**src/sv/sdtxf_pkg.sv**
```systemverilog
`timescale 1ns / 1ps
`default_nettype none
package sdtxf_pkg;

   // block geometry
   localparam int BLOCK_BYTES = 512;
   localparam int POS_W       = (BLOCK_BYTES > 1) ? $clog2(BLOCK_BYTES) : 1;

   // payload widths
   localparam int INDEX_W = 6;
   localparam int ARG_W   = 32;
   localparam int BYTE_W  = 8;
   localparam int CRC16_W = 16;
   localparam int CRC7_W  = 8;
   localparam int ADDR_SHIFT = 9;

   // framing constants
   localparam logic [BYTE_W-1:0]  FILL_BYTE   = 8'hff;
   localparam logic [BYTE_W-1:0]  START_TOKEN = 8'hfe;
   localparam logic [BYTE_W-1:0]  CMD_PREFIX  = 8'h40;
   localparam logic [CRC7_W-1:0]  CRC7_POLY   = 8'h09;
   localparam logic [CRC16_W-1:0] CRC16_POLY  = 16'h1021;

   // item kind on the cmd field
   localparam logic KIND_COMMAND = 1'b0;
   localparam logic KIND_DATA    = 1'b1;

   // sequencer steps
   typedef logic [2:0] step_type;
   localparam step_type CMD_STEP_FILL0  = 3'd0;
   localparam step_type CMD_STEP_FILL1  = 3'd1;
   localparam step_type CMD_STEP_PREFIX = 3'd2;
   localparam step_type CMD_STEP_ARG3   = 3'd3;
   localparam step_type CMD_STEP_ARG2   = 3'd4;
   localparam step_type CMD_STEP_ARG1   = 3'd5;
   localparam step_type CMD_STEP_ARG0   = 3'd6;
   localparam step_type CMD_STEP_CRC    = 3'd7;
   localparam step_type DAT_STEP_TOKEN  = 3'd0;
   localparam step_type DAT_STEP_BYTE   = 3'd1;
   localparam step_type DAT_STEP_CRC_HI = 3'd2;
   localparam step_type DAT_STEP_CRC_LO = 3'd3;

   // one item held by the sequencer
   typedef struct packed {
      logic                 is_data;
      logic [INDEX_W-1:0]   cmd_index;
      logic [ARG_W-1:0]     argument;
      logic [BYTE_W-1:0]    data_byte;
      logic                 block_end;
      logic [CRC16_W-1:0]   block_crc;
   } item_type;

   // crc7 over one byte, msb first
   function automatic logic [CRC7_W-1:0] crc7_feed(input logic [CRC7_W-1:0] crc_i,
                                                  input logic [BYTE_W-1:0] b_i);
      logic [CRC7_W-1:0] c;
      logic [BYTE_W-1:0] b;
      c = crc_i;
      b = b_i;
      for (int i = 0; i < BYTE_W; i++) begin
         c = {c[CRC7_W-2:0], 1'b0};
         if (b[BYTE_W-1] ^ c[CRC7_W-1]) begin
            c = c ^ CRC7_POLY;
         end
         b = {b[BYTE_W-2:0], 1'b0};
      end
      return c;
   endfunction

   // crc16-ccitt over one byte
   function automatic logic [CRC16_W-1:0] crc16_feed(input logic [CRC16_W-1:0] crc_i,
                                                    input logic [BYTE_W-1:0] b_i);
      logic [CRC16_W-1:0] c;
      c = crc_i ^ {b_i, 8'h00};
      for (int i = 0; i < BYTE_W; i++) begin
         if (c[CRC16_W-1]) begin
            c = {c[CRC16_W-2:0], 1'b0} ^ CRC16_POLY;
         end else begin
            c = {c[CRC16_W-2:0], 1'b0};
         end
      end
      return c;
   endfunction

endpackage
`default_nettype wire

```
**src/sv/sdtxf_if.sv**
```systemverilog
`timescale 1ns / 1ps
`default_nettype none
// request channel: one command frame or one data byte per item
interface sdtxf_req_if;
   logic                               valid;
   logic                               ready;
   logic                               cmd;
   logic [sdtxf_pkg::INDEX_W-1:0]      cmd_index;
   logic [sdtxf_pkg::ARG_W-1:0]        argument;
   logic                               block_address;
   logic [sdtxf_pkg::BYTE_W-1:0]       data_byte;

   modport source (output valid, cmd, cmd_index, argument, block_address, data_byte,
                   input ready);
   modport sink   (input valid, cmd, cmd_index, argument, block_address, data_byte,
                   output ready);
endinterface

// response channel: one transmit byte per item
interface sdtxf_rsp_if;
   logic                               valid;
   logic                               ready;
   logic [sdtxf_pkg::BYTE_W-1:0]       tx_byte;
   logic                               last;

   modport source (output valid, tx_byte, last, input ready);
   modport sink   (input valid, tx_byte, last, output ready);
endinterface
`default_nettype wire

```
**src/sv/sd_spi_tx_framer_top.sv**
```systemverilog
// a taken item is held in the item register; its first byte reaches rsp through the response register
// one byte per cycle out of the single response register while rsp is ready; a command
//   is 8 bytes, a data byte 1 byte, 2 at block start and 3 at block end
// a new item loads in the same cycle the previous item's last byte moves out
// reset (synchronous): clears valids, block position and block crc, sets byte_addressed
`timescale 1ns / 1ps
`default_nettype none
module sd_spi_tx_framer_top (
   input  wire logic        clock,
   input  wire logic        reset,
   input  wire logic        csr_we,
   input  wire logic        csr_wdata,
   sdtxf_req_if.sink        req_ch,
   sdtxf_rsp_if.source      rsp_ch
);
   import sdtxf_pkg::*;

   logic                 byte_addressed_ff;
   logic [POS_W-1:0]     pos_ff, pos_in;
   logic [CRC16_W-1:0]   crc16_ff, crc16_in;
   item_type             item_ff, item_in;
   logic                 item_valid_ff, item_valid_in;
   step_type             step_ff, step_in;
   logic [CRC7_W-1:0]    crc7_ff, crc7_in;
   logic                 rsp_valid_ff, rsp_valid_in;
   logic [BYTE_W-1:0]    rsp_byte_ff, rsp_byte_in;
   logic                 rsp_last_ff, rsp_last_in;

   logic                 accept;
   logic                 emit;
   logic                 seq_last;
   logic [BYTE_W-1:0]    seq_byte;
   logic [CRC16_W-1:0]   crc16_next;
   logic                 at_end;
   logic [ARG_W-1:0]     arg_scaled;

   // configuration register
   always_ff @(posedge clock) begin
      if (reset) begin
         byte_addressed_ff <= 1'b1;
      end else if (csr_we) begin
         byte_addressed_ff <= csr_wdata;
      end
   end

   // handshake
   assign emit          = item_valid_ff && (!rsp_valid_ff || rsp_ch.ready);
   assign req_ch.ready  = !item_valid_ff || (emit && seq_last);
   assign accept        = req_ch.valid && req_ch.ready;

   // block state update and item capture
   assign crc16_next = crc16_feed(crc16_ff, req_ch.data_byte);
   assign at_end     = (pos_ff == POS_W'(BLOCK_BYTES - 1));
   assign arg_scaled = (req_ch.block_address && byte_addressed_ff)
                       ? (req_ch.argument << ADDR_SHIFT) : req_ch.argument;

   always_comb begin
      pos_in            = pos_ff;
      crc16_in          = crc16_ff;
      item_in           = item_ff;
      item_valid_in     = item_valid_ff;
      step_in           = step_ff;
      crc7_in           = crc7_ff;
      if (emit) begin
         step_in = step_ff + 3'd1;
         if (!item_ff.is_data) begin
            if (step_ff == CMD_STEP_FILL0) begin
               crc7_in = '0;
            end else if (step_ff != CMD_STEP_FILL1 && step_ff != CMD_STEP_CRC) begin
               crc7_in = crc7_feed(crc7_ff, seq_byte);
            end
         end
         if (seq_last) begin
            item_valid_in = 1'b0;
         end
      end
      if (accept) begin
         item_valid_in       = 1'b1;
         item_in.is_data     = req_ch.cmd;
         item_in.cmd_index   = req_ch.cmd_index;
         item_in.argument    = arg_scaled;
         item_in.data_byte   = req_ch.data_byte;
         item_in.block_end   = at_end;
         item_in.block_crc   = crc16_next;
         crc7_in             = '0;
         if (req_ch.cmd == KIND_COMMAND) begin
            step_in  = CMD_STEP_FILL0;
            pos_in   = '0;
            crc16_in = '0;
         end else begin
            step_in = (pos_ff == '0) ? DAT_STEP_TOKEN : DAT_STEP_BYTE;
            if (at_end) begin
               pos_in   = '0;
               crc16_in = '0;
            end else begin
               pos_in   = pos_ff + POS_W'(1);
               crc16_in = crc16_next;
            end
         end
      end
   end

   // byte selection for the current step
   always_comb begin
      seq_byte = FILL_BYTE;
      seq_last = 1'b0;
      if (item_ff.is_data) begin
         case (step_ff)
            DAT_STEP_TOKEN: seq_byte = START_TOKEN;
            DAT_STEP_BYTE: begin
               seq_byte = item_ff.data_byte;
               seq_last = !item_ff.block_end;
            end
            DAT_STEP_CRC_HI: seq_byte = item_ff.block_crc[15:8];
            DAT_STEP_CRC_LO: begin
               seq_byte = item_ff.block_crc[7:0];
               seq_last = 1'b1;
            end
            default: seq_byte = FILL_BYTE;
         endcase
      end else begin
         case (step_ff)
            CMD_STEP_FILL0,
            CMD_STEP_FILL1:  seq_byte = FILL_BYTE;
            CMD_STEP_PREFIX: seq_byte = CMD_PREFIX | {2'b00, item_ff.cmd_index};
            CMD_STEP_ARG3:   seq_byte = item_ff.argument[31:24];
            CMD_STEP_ARG2:   seq_byte = item_ff.argument[23:16];
            CMD_STEP_ARG1:   seq_byte = item_ff.argument[15:8];
            CMD_STEP_ARG0:   seq_byte = item_ff.argument[7:0];
            CMD_STEP_CRC: begin
               seq_byte = {crc7_ff[6:0], 1'b1};
               seq_last = 1'b1;
            end
            default: seq_byte = FILL_BYTE;
         endcase
      end
   end

   // response register
   always_comb begin
      rsp_valid_in = rsp_valid_ff;
      rsp_byte_in  = rsp_byte_ff;
      rsp_last_in  = rsp_last_ff;
      if (rsp_valid_ff && rsp_ch.ready) begin
         rsp_valid_in = 1'b0;
      end
      if (emit) begin
         rsp_valid_in = 1'b1;
         rsp_byte_in  = seq_byte;
         rsp_last_in  = seq_last;
      end
   end

   // control registers
   always_ff @(posedge clock) begin
      if (reset) begin
         pos_ff        <= '0;
         crc16_ff      <= '0;
         item_valid_ff <= 1'b0;
         rsp_valid_ff  <= 1'b0;
      end else begin
         pos_ff        <= pos_in;
         crc16_ff      <= crc16_in;
         item_valid_ff <= item_valid_in;
         rsp_valid_ff  <= rsp_valid_in;
      end
   end

   // payload registers
   always_ff @(posedge clock) begin
      item_ff     <= item_in;
      step_ff     <= step_in;
      crc7_ff     <= crc7_in;
      rsp_byte_ff <= rsp_byte_in;
      rsp_last_ff <= rsp_last_in;
   end

   assign rsp_ch.valid   = rsp_valid_ff;
   assign rsp_ch.tx_byte = rsp_byte_ff;
   assign rsp_ch.last    = rsp_last_ff;

   // checks
   a_pos_in_block: assert property (@(posedge clock) disable iff (reset)
      pos_ff <= POS_W'(BLOCK_BYTES - 1))
      else $error("block position past end of block");

   a_cmd_clears_block: assert property (@(posedge clock) disable iff (reset)
      accept && (req_ch.cmd == KIND_COMMAND) |=> (pos_ff == '0) && (crc16_ff == '0))
      else $error("command did not clear block state");

   a_accept_loads: assert property (@(posedge clock) disable iff (reset)
      accept |=> item_valid_ff)
      else $error("accepted item not held by sequencer");

   a_data_step_range: assert property (@(posedge clock) disable iff (reset)
      item_valid_ff && item_ff.is_data |-> step_ff <= DAT_STEP_CRC_LO)
      else $error("data item step out of range");

endmodule
`default_nettype wire

```
**src/flat_wrapper.sv**
```systemverilog
// flat-port wrapper written by rule: the top's interface ports become plain ports
module sd_spi_tx_framer_top_flat import sdtxf_pkg::*;
  (clock, reset, csr_we, csr_wdata, req_ch_valid, req_ch_cmd, req_ch_cmd_index, req_ch_argument, req_ch_block_address, req_ch_data_byte, req_ch_ready, rsp_ch_valid, rsp_ch_tx_byte, rsp_ch_last, rsp_ch_ready);
  sdtxf_req_if req_ch_i ();
  sdtxf_rsp_if rsp_ch_i ();
  input  wire logic clock;
  input  wire logic reset;
  input  wire logic csr_we;
  input  wire logic csr_wdata;
  input wire logic [$bits(req_ch_i.valid)-1:0] req_ch_valid;
  input wire logic [$bits(req_ch_i.cmd)-1:0] req_ch_cmd;
  input wire logic [$bits(req_ch_i.cmd_index)-1:0] req_ch_cmd_index;
  input wire logic [$bits(req_ch_i.argument)-1:0] req_ch_argument;
  input wire logic [$bits(req_ch_i.block_address)-1:0] req_ch_block_address;
  input wire logic [$bits(req_ch_i.data_byte)-1:0] req_ch_data_byte;
  output wire logic [$bits(req_ch_i.ready)-1:0] req_ch_ready;
  output wire logic [$bits(rsp_ch_i.valid)-1:0] rsp_ch_valid;
  output wire logic [$bits(rsp_ch_i.tx_byte)-1:0] rsp_ch_tx_byte;
  output wire logic [$bits(rsp_ch_i.last)-1:0] rsp_ch_last;
  input wire logic [$bits(rsp_ch_i.ready)-1:0] rsp_ch_ready;
  assign req_ch_i.valid = req_ch_valid;
  assign req_ch_i.cmd = req_ch_cmd;
  assign req_ch_i.cmd_index = req_ch_cmd_index;
  assign req_ch_i.argument = req_ch_argument;
  assign req_ch_i.block_address = req_ch_block_address;
  assign req_ch_i.data_byte = req_ch_data_byte;
  assign req_ch_ready = req_ch_i.ready;
  assign rsp_ch_valid = rsp_ch_i.valid;
  assign rsp_ch_tx_byte = rsp_ch_i.tx_byte;
  assign rsp_ch_last = rsp_ch_i.last;
  assign rsp_ch_i.ready = rsp_ch_ready;
  sd_spi_tx_framer_top u_core (.clock(clock), .reset(reset), .csr_we(csr_we), .csr_wdata(csr_wdata), .req_ch(req_ch_i), .rsp_ch(rsp_ch_i));
endmodule
```
**config.mk**
```make
export PLATFORM = sky130hd
export DESIGN_NAME = sd_spi_tx_framer_top_flat
export DESIGN_NICKNAME = d
export VERILOG_FILES = /design/src/sv/sdtxf_pkg.sv /design/src/sv/sdtxf_if.sv /design/src/sv/sd_spi_tx_framer_top.sv /design/src/flat_wrapper.sv
export SDC_FILE = /design/constraint.sdc
export NUM_CORES = 1
export LEC_CHECK = 0
export BUFFER_PORTS_ARGS = -buffer_cell sky130_fd_sc_hd__buf_2
export CORE_AREA = 2 2 135 85
export CTS_BUF_LIST = sky130_fd_sc_hd__clkbuf_4 sky130_fd_sc_hd__clkbuf_8 sky130_fd_sc_hd__clkbuf_16
export DETAILED_ROUTE_END_ITERATION = 12
export DIE_AREA = 0 0 137 87
export PLACE_DENSITY = 0.8
export SYNTH_ARGS = -nofsm -noshare
export SYNTH_HDL_FRONTEND = slang
export SYNTH_SLANG_ARGS = --single-unit
```
**constraint.sdc**
```tcl
create_clock -name clock -period 3.35 [get_ports clock]
set_input_delay 0.335 -clock clock [delete_from_list [all_inputs] [get_ports clock]]
set_output_delay 0.335 -clock clock [all_outputs]
set_load 0.03 [all_outputs]
```
# Word level (Yosys, flattened, before mapping)
# Cells that the tools add are included.
[word_totals] regBits=111 in_bits=54 out_inout_bits=11 wordCells=140
[op_classes] add_sub_neg=2 n_eq_ne=10 n_mux=66 bitwise_logic=26 reduce_logical=20
[ops] operator="two-way mux 7 bit" n=30
[ops] operator="two-way mux 13 bit" n=8
[ops] operator="one-hot mux 8 bit (7 select lines)" n=1
[ops] operator="two-way mux 16 bit" n=2
[ops] operator="two-way mux 32 bit" n=1
[ops] operator="two-way mux 4 bit" n=8
[ops] operator="one-hot mux 8 bit (4 select lines)" n=1
[ops] operator="NOT 3 bit" n=8
[ops] operator="two-way mux 9 bit" n=2
[ops] operator="NOT 2 bit" n=8
[ops] operator="XOR 16 bit" n=1
[ops] operator="equality test 3 bit (second input constant)" n=4
[ops] operator="adder 9 x 1 -> 9 bit (second input constant)" n=1
[ops] operator="equality test 9 bit (second input constant)" n=1
[ops] operator="logical NOT 9 bit" n=1
[ops] operator="two-way mux 3 bit" n=3
[ops] operator="two-way mux 1 bit" n=8
[ops] operator="two-way mux 8 bit" n=1
[ops] operator="nonzero test 2 bit" n=4
[ops] operator="XOR 1 bit" n=8
[ops] operator="equality test 3 x 2 -> 1 bit (second input constant)" n=2
[ops] operator="logical AND 1 bit" n=6
[ops] operator="adder 3 x 1 -> 3 bit (second input constant)" n=1
[ops] operator="equality test 3 x 1 -> 1 bit (second input constant)" n=1
[ops] operator="other kinds (10)" n=13

# Depth between registers and ports, before layout
[depth] word_depth=50 depth_mapped=12

# Worst setup path after synthesis
# Ideal clock, no wire load.
[synth_path] path_type="register to register" start="reg u_core.step_ff[0]" end="reg u_core.item_ff[0] (netlist bit), enable pin" arrival_time_ns=2.758 t_required_ns=2.954 path_slack_ns=0.196 path_stages_with_launch=11 n_path_buf=3 period_less_slack_ns=3.154 cell_sequence="edfxtp_1 -> ha_1 -> ha_1 -> buf_6 -> inv_1 -> a2111oi_2 -> o21ai_1 -> a21bo_1 -> clkinv_2 -> buf_4 -> buf_2"
[synth_between] elab_chain_cells=6
[synth_rtl] item="start: declaration" line="sd_spi_tx_framer_top.sv:23" text="step_type step_ff, step_in;"
[synth_rtl] item="start signal: assignment" line="sd_spi_tx_framer_top.sv:172" text="step_ff <= step_in;"
[synth_rtl] item="equality test 3 x 2 -> 1 bit, or another cell as far along" line="sd_spi_tx_framer_top.sv:108" text="case (step_ff)"
[synth_rtl] item="one-hot mux 1 bit (2 select lines) / two-way mux 1 bit (equally long branches)" line="sd_spi_tx_framer_top.sv:108, sd_spi_tx_framer_top.sv:122"
[synth_rtl] item="two-way mux 1 bit (*)" line="sd_spi_tx_framer_top.sv:107" text="if (item_ff.is_data) begin"
[synth_rtl] item="logical AND 1 bit (*)" line="sd_spi_tx_framer_top.sv:48" text="assign req_ch.ready = !item_valid_ff || (emit && seq_last);"
[synth_rtl] item="logical OR 1 bit (*)" line="sd_spi_tx_framer_top.sv:48"
[synth_rtl] item="logical AND 1 bit (*)" line="sd_spi_tx_framer_top.sv:49" text="assign accept = req_ch.valid && req_ch.ready;"
[synth_rtl] item="net u_core.accept" line="sd_spi_tx_framer_top.sv:29" text="logic accept;"
[synth_rtl] item="end signal: assignment" line="sd_spi_tx_framer_top.sv:171" text="item_ff <= item_in;"
[synth_rtl] item="end: declaration" line="sd_spi_tx_framer_top.sv:21" text="item_type item_ff, item_in;"
# Mark *: on every way through the listed nets, which the timed path passes. The rest lies on a longest branch.
# A chain may end at the register's enable or synchronous reset.

# Worst setup path in the final report
[layout_path] start="reg u_core.step_ff[0]" end="reg u_core.pos_ff[5]"
[layout_between] elab_chain_cells=6
[layout_rtl] item="equality test 3 x 2 -> 1 bit, or another cell as far along" line="sd_spi_tx_framer_top.sv:108"
[layout_rtl] item="one-hot mux 1 bit (2 select lines) / two-way mux 1 bit (equally long branches)" line="sd_spi_tx_framer_top.sv:108, sd_spi_tx_framer_top.sv:122"
[layout_rtl] item="two-way mux 1 bit (*)" line="sd_spi_tx_framer_top.sv:107"
[layout_rtl] item="logical AND 1 bit (*)" line="sd_spi_tx_framer_top.sv:48"
[layout_rtl] item="logical OR 1 bit (*)" line="sd_spi_tx_framer_top.sv:48"
[layout_rtl] item="logical AND 1 bit (*)" line="sd_spi_tx_framer_top.sv:49"
[layout_rtl] item="end signal: assignment" line="sd_spi_tx_framer_top.sv:162" text="pos_ff <= pos_in;"
[layout_rtl] item="end: declaration" line="sd_spi_tx_framer_top.sv:19" text="logic [POS_W-1:0] pos_ff, pos_in;"
# Mark *: on every way between the ends. The rest lies on a longest branch, timed or not.

==> flow_metrics.tcl <==
set metrics [dict create \
    status "completed" \
    grt_max_degree 62 \
    syn_area_per_cell_um2 12.7 \
    cp.required_ns 3.58 \
    vias 3450 \
    drive_above_1_share_pct 27.9 \
    clock-sinks 111 \
    reg2reg_depth 10 \
    cts_tree "built" \
    synth.net_count 475 \
    cp-start-kind "flip-flop" \
    grt_pass1_wl_um 18300 \
    p_seq_share_pct 44.8 \
    cp_common_cell "ha_1" \
    yosysTopAreaCellShare_pct 43.7 \
    async_flop_share_pct 0 \
    root_buffer "clkbuf_16" \
    die_h_um 87 \
    fin_tns_setup_ns 0 \
    io_pins 65 \
    clk_latency_ns 0.35 \
    dp_hpwl_um 8360 \
    cp_max_fo 15 \
    die_w_um 137 \
    worstReg2RegEnd "u_core.pos_ff[5]$_SDFFE_PP0P_" \
    p_clk_share_pct 25.7 \
    port_buffers 64 \
    critPathMaxStageDelay_ns 0.49 \
    min_path_type "input pin to flip-flop" \
    yosysMostFrequentCell "edfxtp_1" \
    swShare_pct 30.7 \
    diodes 0 \
    ctsHoldBuffers 0 \
    fin_crit_ns 2.96 \
    post_cts_resize_count 0 \
    ys_seq_elements 111 \
    maxSlewHeadroom_pct 26.1 \
    critical_path.cell_chain "ha_1, ha_1, inv_1, a2111oi_2, o21ai_1, a21bo_1, clkinv_2, a21o_1, buf_4, a21oi_1" \
    clk_pin_slew_ns 0.07 \
    r2r_start "u_core.step_ff[0]$_DFFE_PP_" \
    cp.depth 10 \
    endpoint "u_core.pos_ff[5]$_SDFFE_PP0P_" \
    pwr-share-comb_pct 29.5 \
    gr-total-overflow 0 \
    dp_cells 608 \
    critPathArrivalTime_ns 3.20 \
    period_share_pct 88.4 \
    synthCells 411 \
    synth_edf_count 76 \
    crit_path_top_delay_cell "a21o_1" \
    synthTopCellsByCount "edfxtp_1 (76), dfxtp_1 (35), nand2_1 (32), xnor2_1 (30)" \
    finalPower_uw 4050 \
    internal_power_uw 2810 \
    grt_util_all_layers_pct 20.5 \
    drc 0 \
    ir_worst_vdd_mv 0.364 \
    yosysTopAreaCell "edfxtp_1" \
    critPathLaunch "u_core.step_ff[0]$_DFFE_PP_" \
    p_leak_uw 0.00224 \
    p_per_area_nw_per_um2 680 \
    grt_pass1_vias 3424 \
    floorplan.rows 30 \
    fill_cells 920 \
    routed_wirelength_um 11400 \
    path_class "flip-flop to flip-flop" \
    stdcell_count 624 \
    ant_nets 0 \
    h-tree-depth 3 \
    synth_cell_type_count 62 \
    gp_congestion 0.924 \
    rsz0062_at_grt "false" \
    fmax_mhz 338 \
    final.setup_skew_ns 0.00706 \
    area_growth_pct 14.1 \
    die_area_um2 11900 \
    end_kind "flip-flop" \
    yosys_warnings 0 \
    first_iter_violations 382 \
    crit_family "compound AO/OA/AOI/OAI gates" \
    worst-path-buf-inv 3 \
    syn-cell-area_um2 5220 \
    first_pass_iters 5 \
    cts_setup_buffers 0 \
    drv_cap 0 \
    worstMarginPinSlew_ns 1.11 \
    hold_viol 0 \
    wl_per_cell_um 18.2 \
    finalSetupViolations 0 \
    cts_max_path_buffers 2 \
    whs_path_depth 1 \
    start_util_pct 48.3 \
    p_switching_uw 1250 \
    r2r_slack_ns 0.39 \
    slew_viol_final 0 \
    ys_seq_area_share_pct 57.1 \
    core_um2 10800 \
    antenna_found_initial 0 \
    synthTopCellsByArea "edfxtp_1 (44%), dfxtp_1 (13%), xnor2_1 (5.0%)" \
    fin_nets 539 \
    viasPerCell 5.53 \
    numCtsBuffers 9 \
    ys.flop_type "edfxtp_1" \
]
[state kept, by name, indices dropped and copies added, names as in the netlist]
| signal | count |
|---|---|
| u_core.byte_addressed_ff | 1 |
| u_core.crc16_ff | 16 |
| u_core.crc7_ff | 7 |
| u_core.item_ff | 64 |
| u_core.item_valid_ff | 1 |
| u_core.pos_ff | 9 |
| u_core.rsp_ch.last | 1 |
| u_core.rsp_ch.tx_byte | 8 |
| u_core.rsp_ch.valid | 1 |
| u_core.step_ff | 3 |
[per-stage QoR]
stage                     area [um^2]  util, %  setup slack (ns)  hold slack (ns)
after CTS                        5960     55.1             0.409            0.152
after floorplan                  5220        -             0.196            0.404
after detailed placement         5670     52.4             0.428            0.470
after global routing             5960     55.1             0.109            0.147
after global placement           5670     52.4             0.532            0.452
final                            5960     55.1             0.389            0.162
[metal layers]
layer	global-route usage, %	routed length [um]	vias to the layer above
met5	0	0	-
met4	4.78	98	0
met3	5.35	860	8
met2	30.9	4930	125
met1	29.9	5470	1674
li1	-	-	1643
[area by class of cell]
type                       instances  area, um^2  share of cell area [%]
timing repair buffer              73         400                    6.72
sequential                       111        2980                    50.0
tap                              144         180                    3.02
clock inverter                     4        27.5                   0.462
multi-input combinational        262        2040                    34.2
inverter                          18        68.8                    1.15
clock buffer                      12         265                    4.45
[power groups by stage]
stage	Clock, uW	Sequential [uW]	Combinational, uW
after floorplan	0	1830	911
after global placement	0	1830	1150
after detailed placement	0	1840	1190
after CTS	1060	1810	1190
after global routing	1110	1820	1300
final	1040	1810	1200
[kinds of logic (layout without fill, tap and decap cells)]
logic type	count (synthesis)	count (layout)	share of synthesized area [%]
AO/OA/AOI/OAI	81	81	13.1
XOR/XNOR	45	45	8.50
adder cells (fa/ha/maj)	10	10	2.40
buffers and inverters	38	107	3.93
flip-flops	111	111	57.1
multiplexers	25	25	5.44
AND/OR/NAND/NOR	101	101	9.58
[layout by cell type (no fill, tap or decap), types with 11 or more instances in the layout]
| cell type | n |
|---|---|
| nor2_1 | 23 |
| a22o_1 | 13 |
| edfxtp_1 | 76 |
| nand2_1 | 32 |
| and2_1 | 11 |
| xnor2_1 | 30 |
| dfxtp_1 | 35 |
| buf_2 | 64 |
| a21oi_1 | 19 |
| mux2_2 | 23 |
| inv_1 | 16 |
[worst min-delay path by stage]
stage / from / to
after floorplan: reset / u_core.pos_ff[8]$_SDFFE_PP0P_
after global placement: u_core.crc16_ff[10]$_SDFFE_PP0P_ / u_core.crc16_ff[10]$_SDFFE_PP0P_
after detailed placement: u_core.crc16_ff[8]$_SDFFE_PP0P_ / u_core.crc16_ff[8]$_SDFFE_PP0P_
after CTS: req_ch_cmd_index[0] / u_core.item_ff[57]$_DFFE_PP_
after global routing: req_ch_cmd_index[2] / u_core.item_ff[59]$_DFFE_PP_
final: req_ch_cmd_index[0] / u_core.item_ff[57]$_DFFE_PP_
Note: power is estimated with default switching activity, not from simulation.
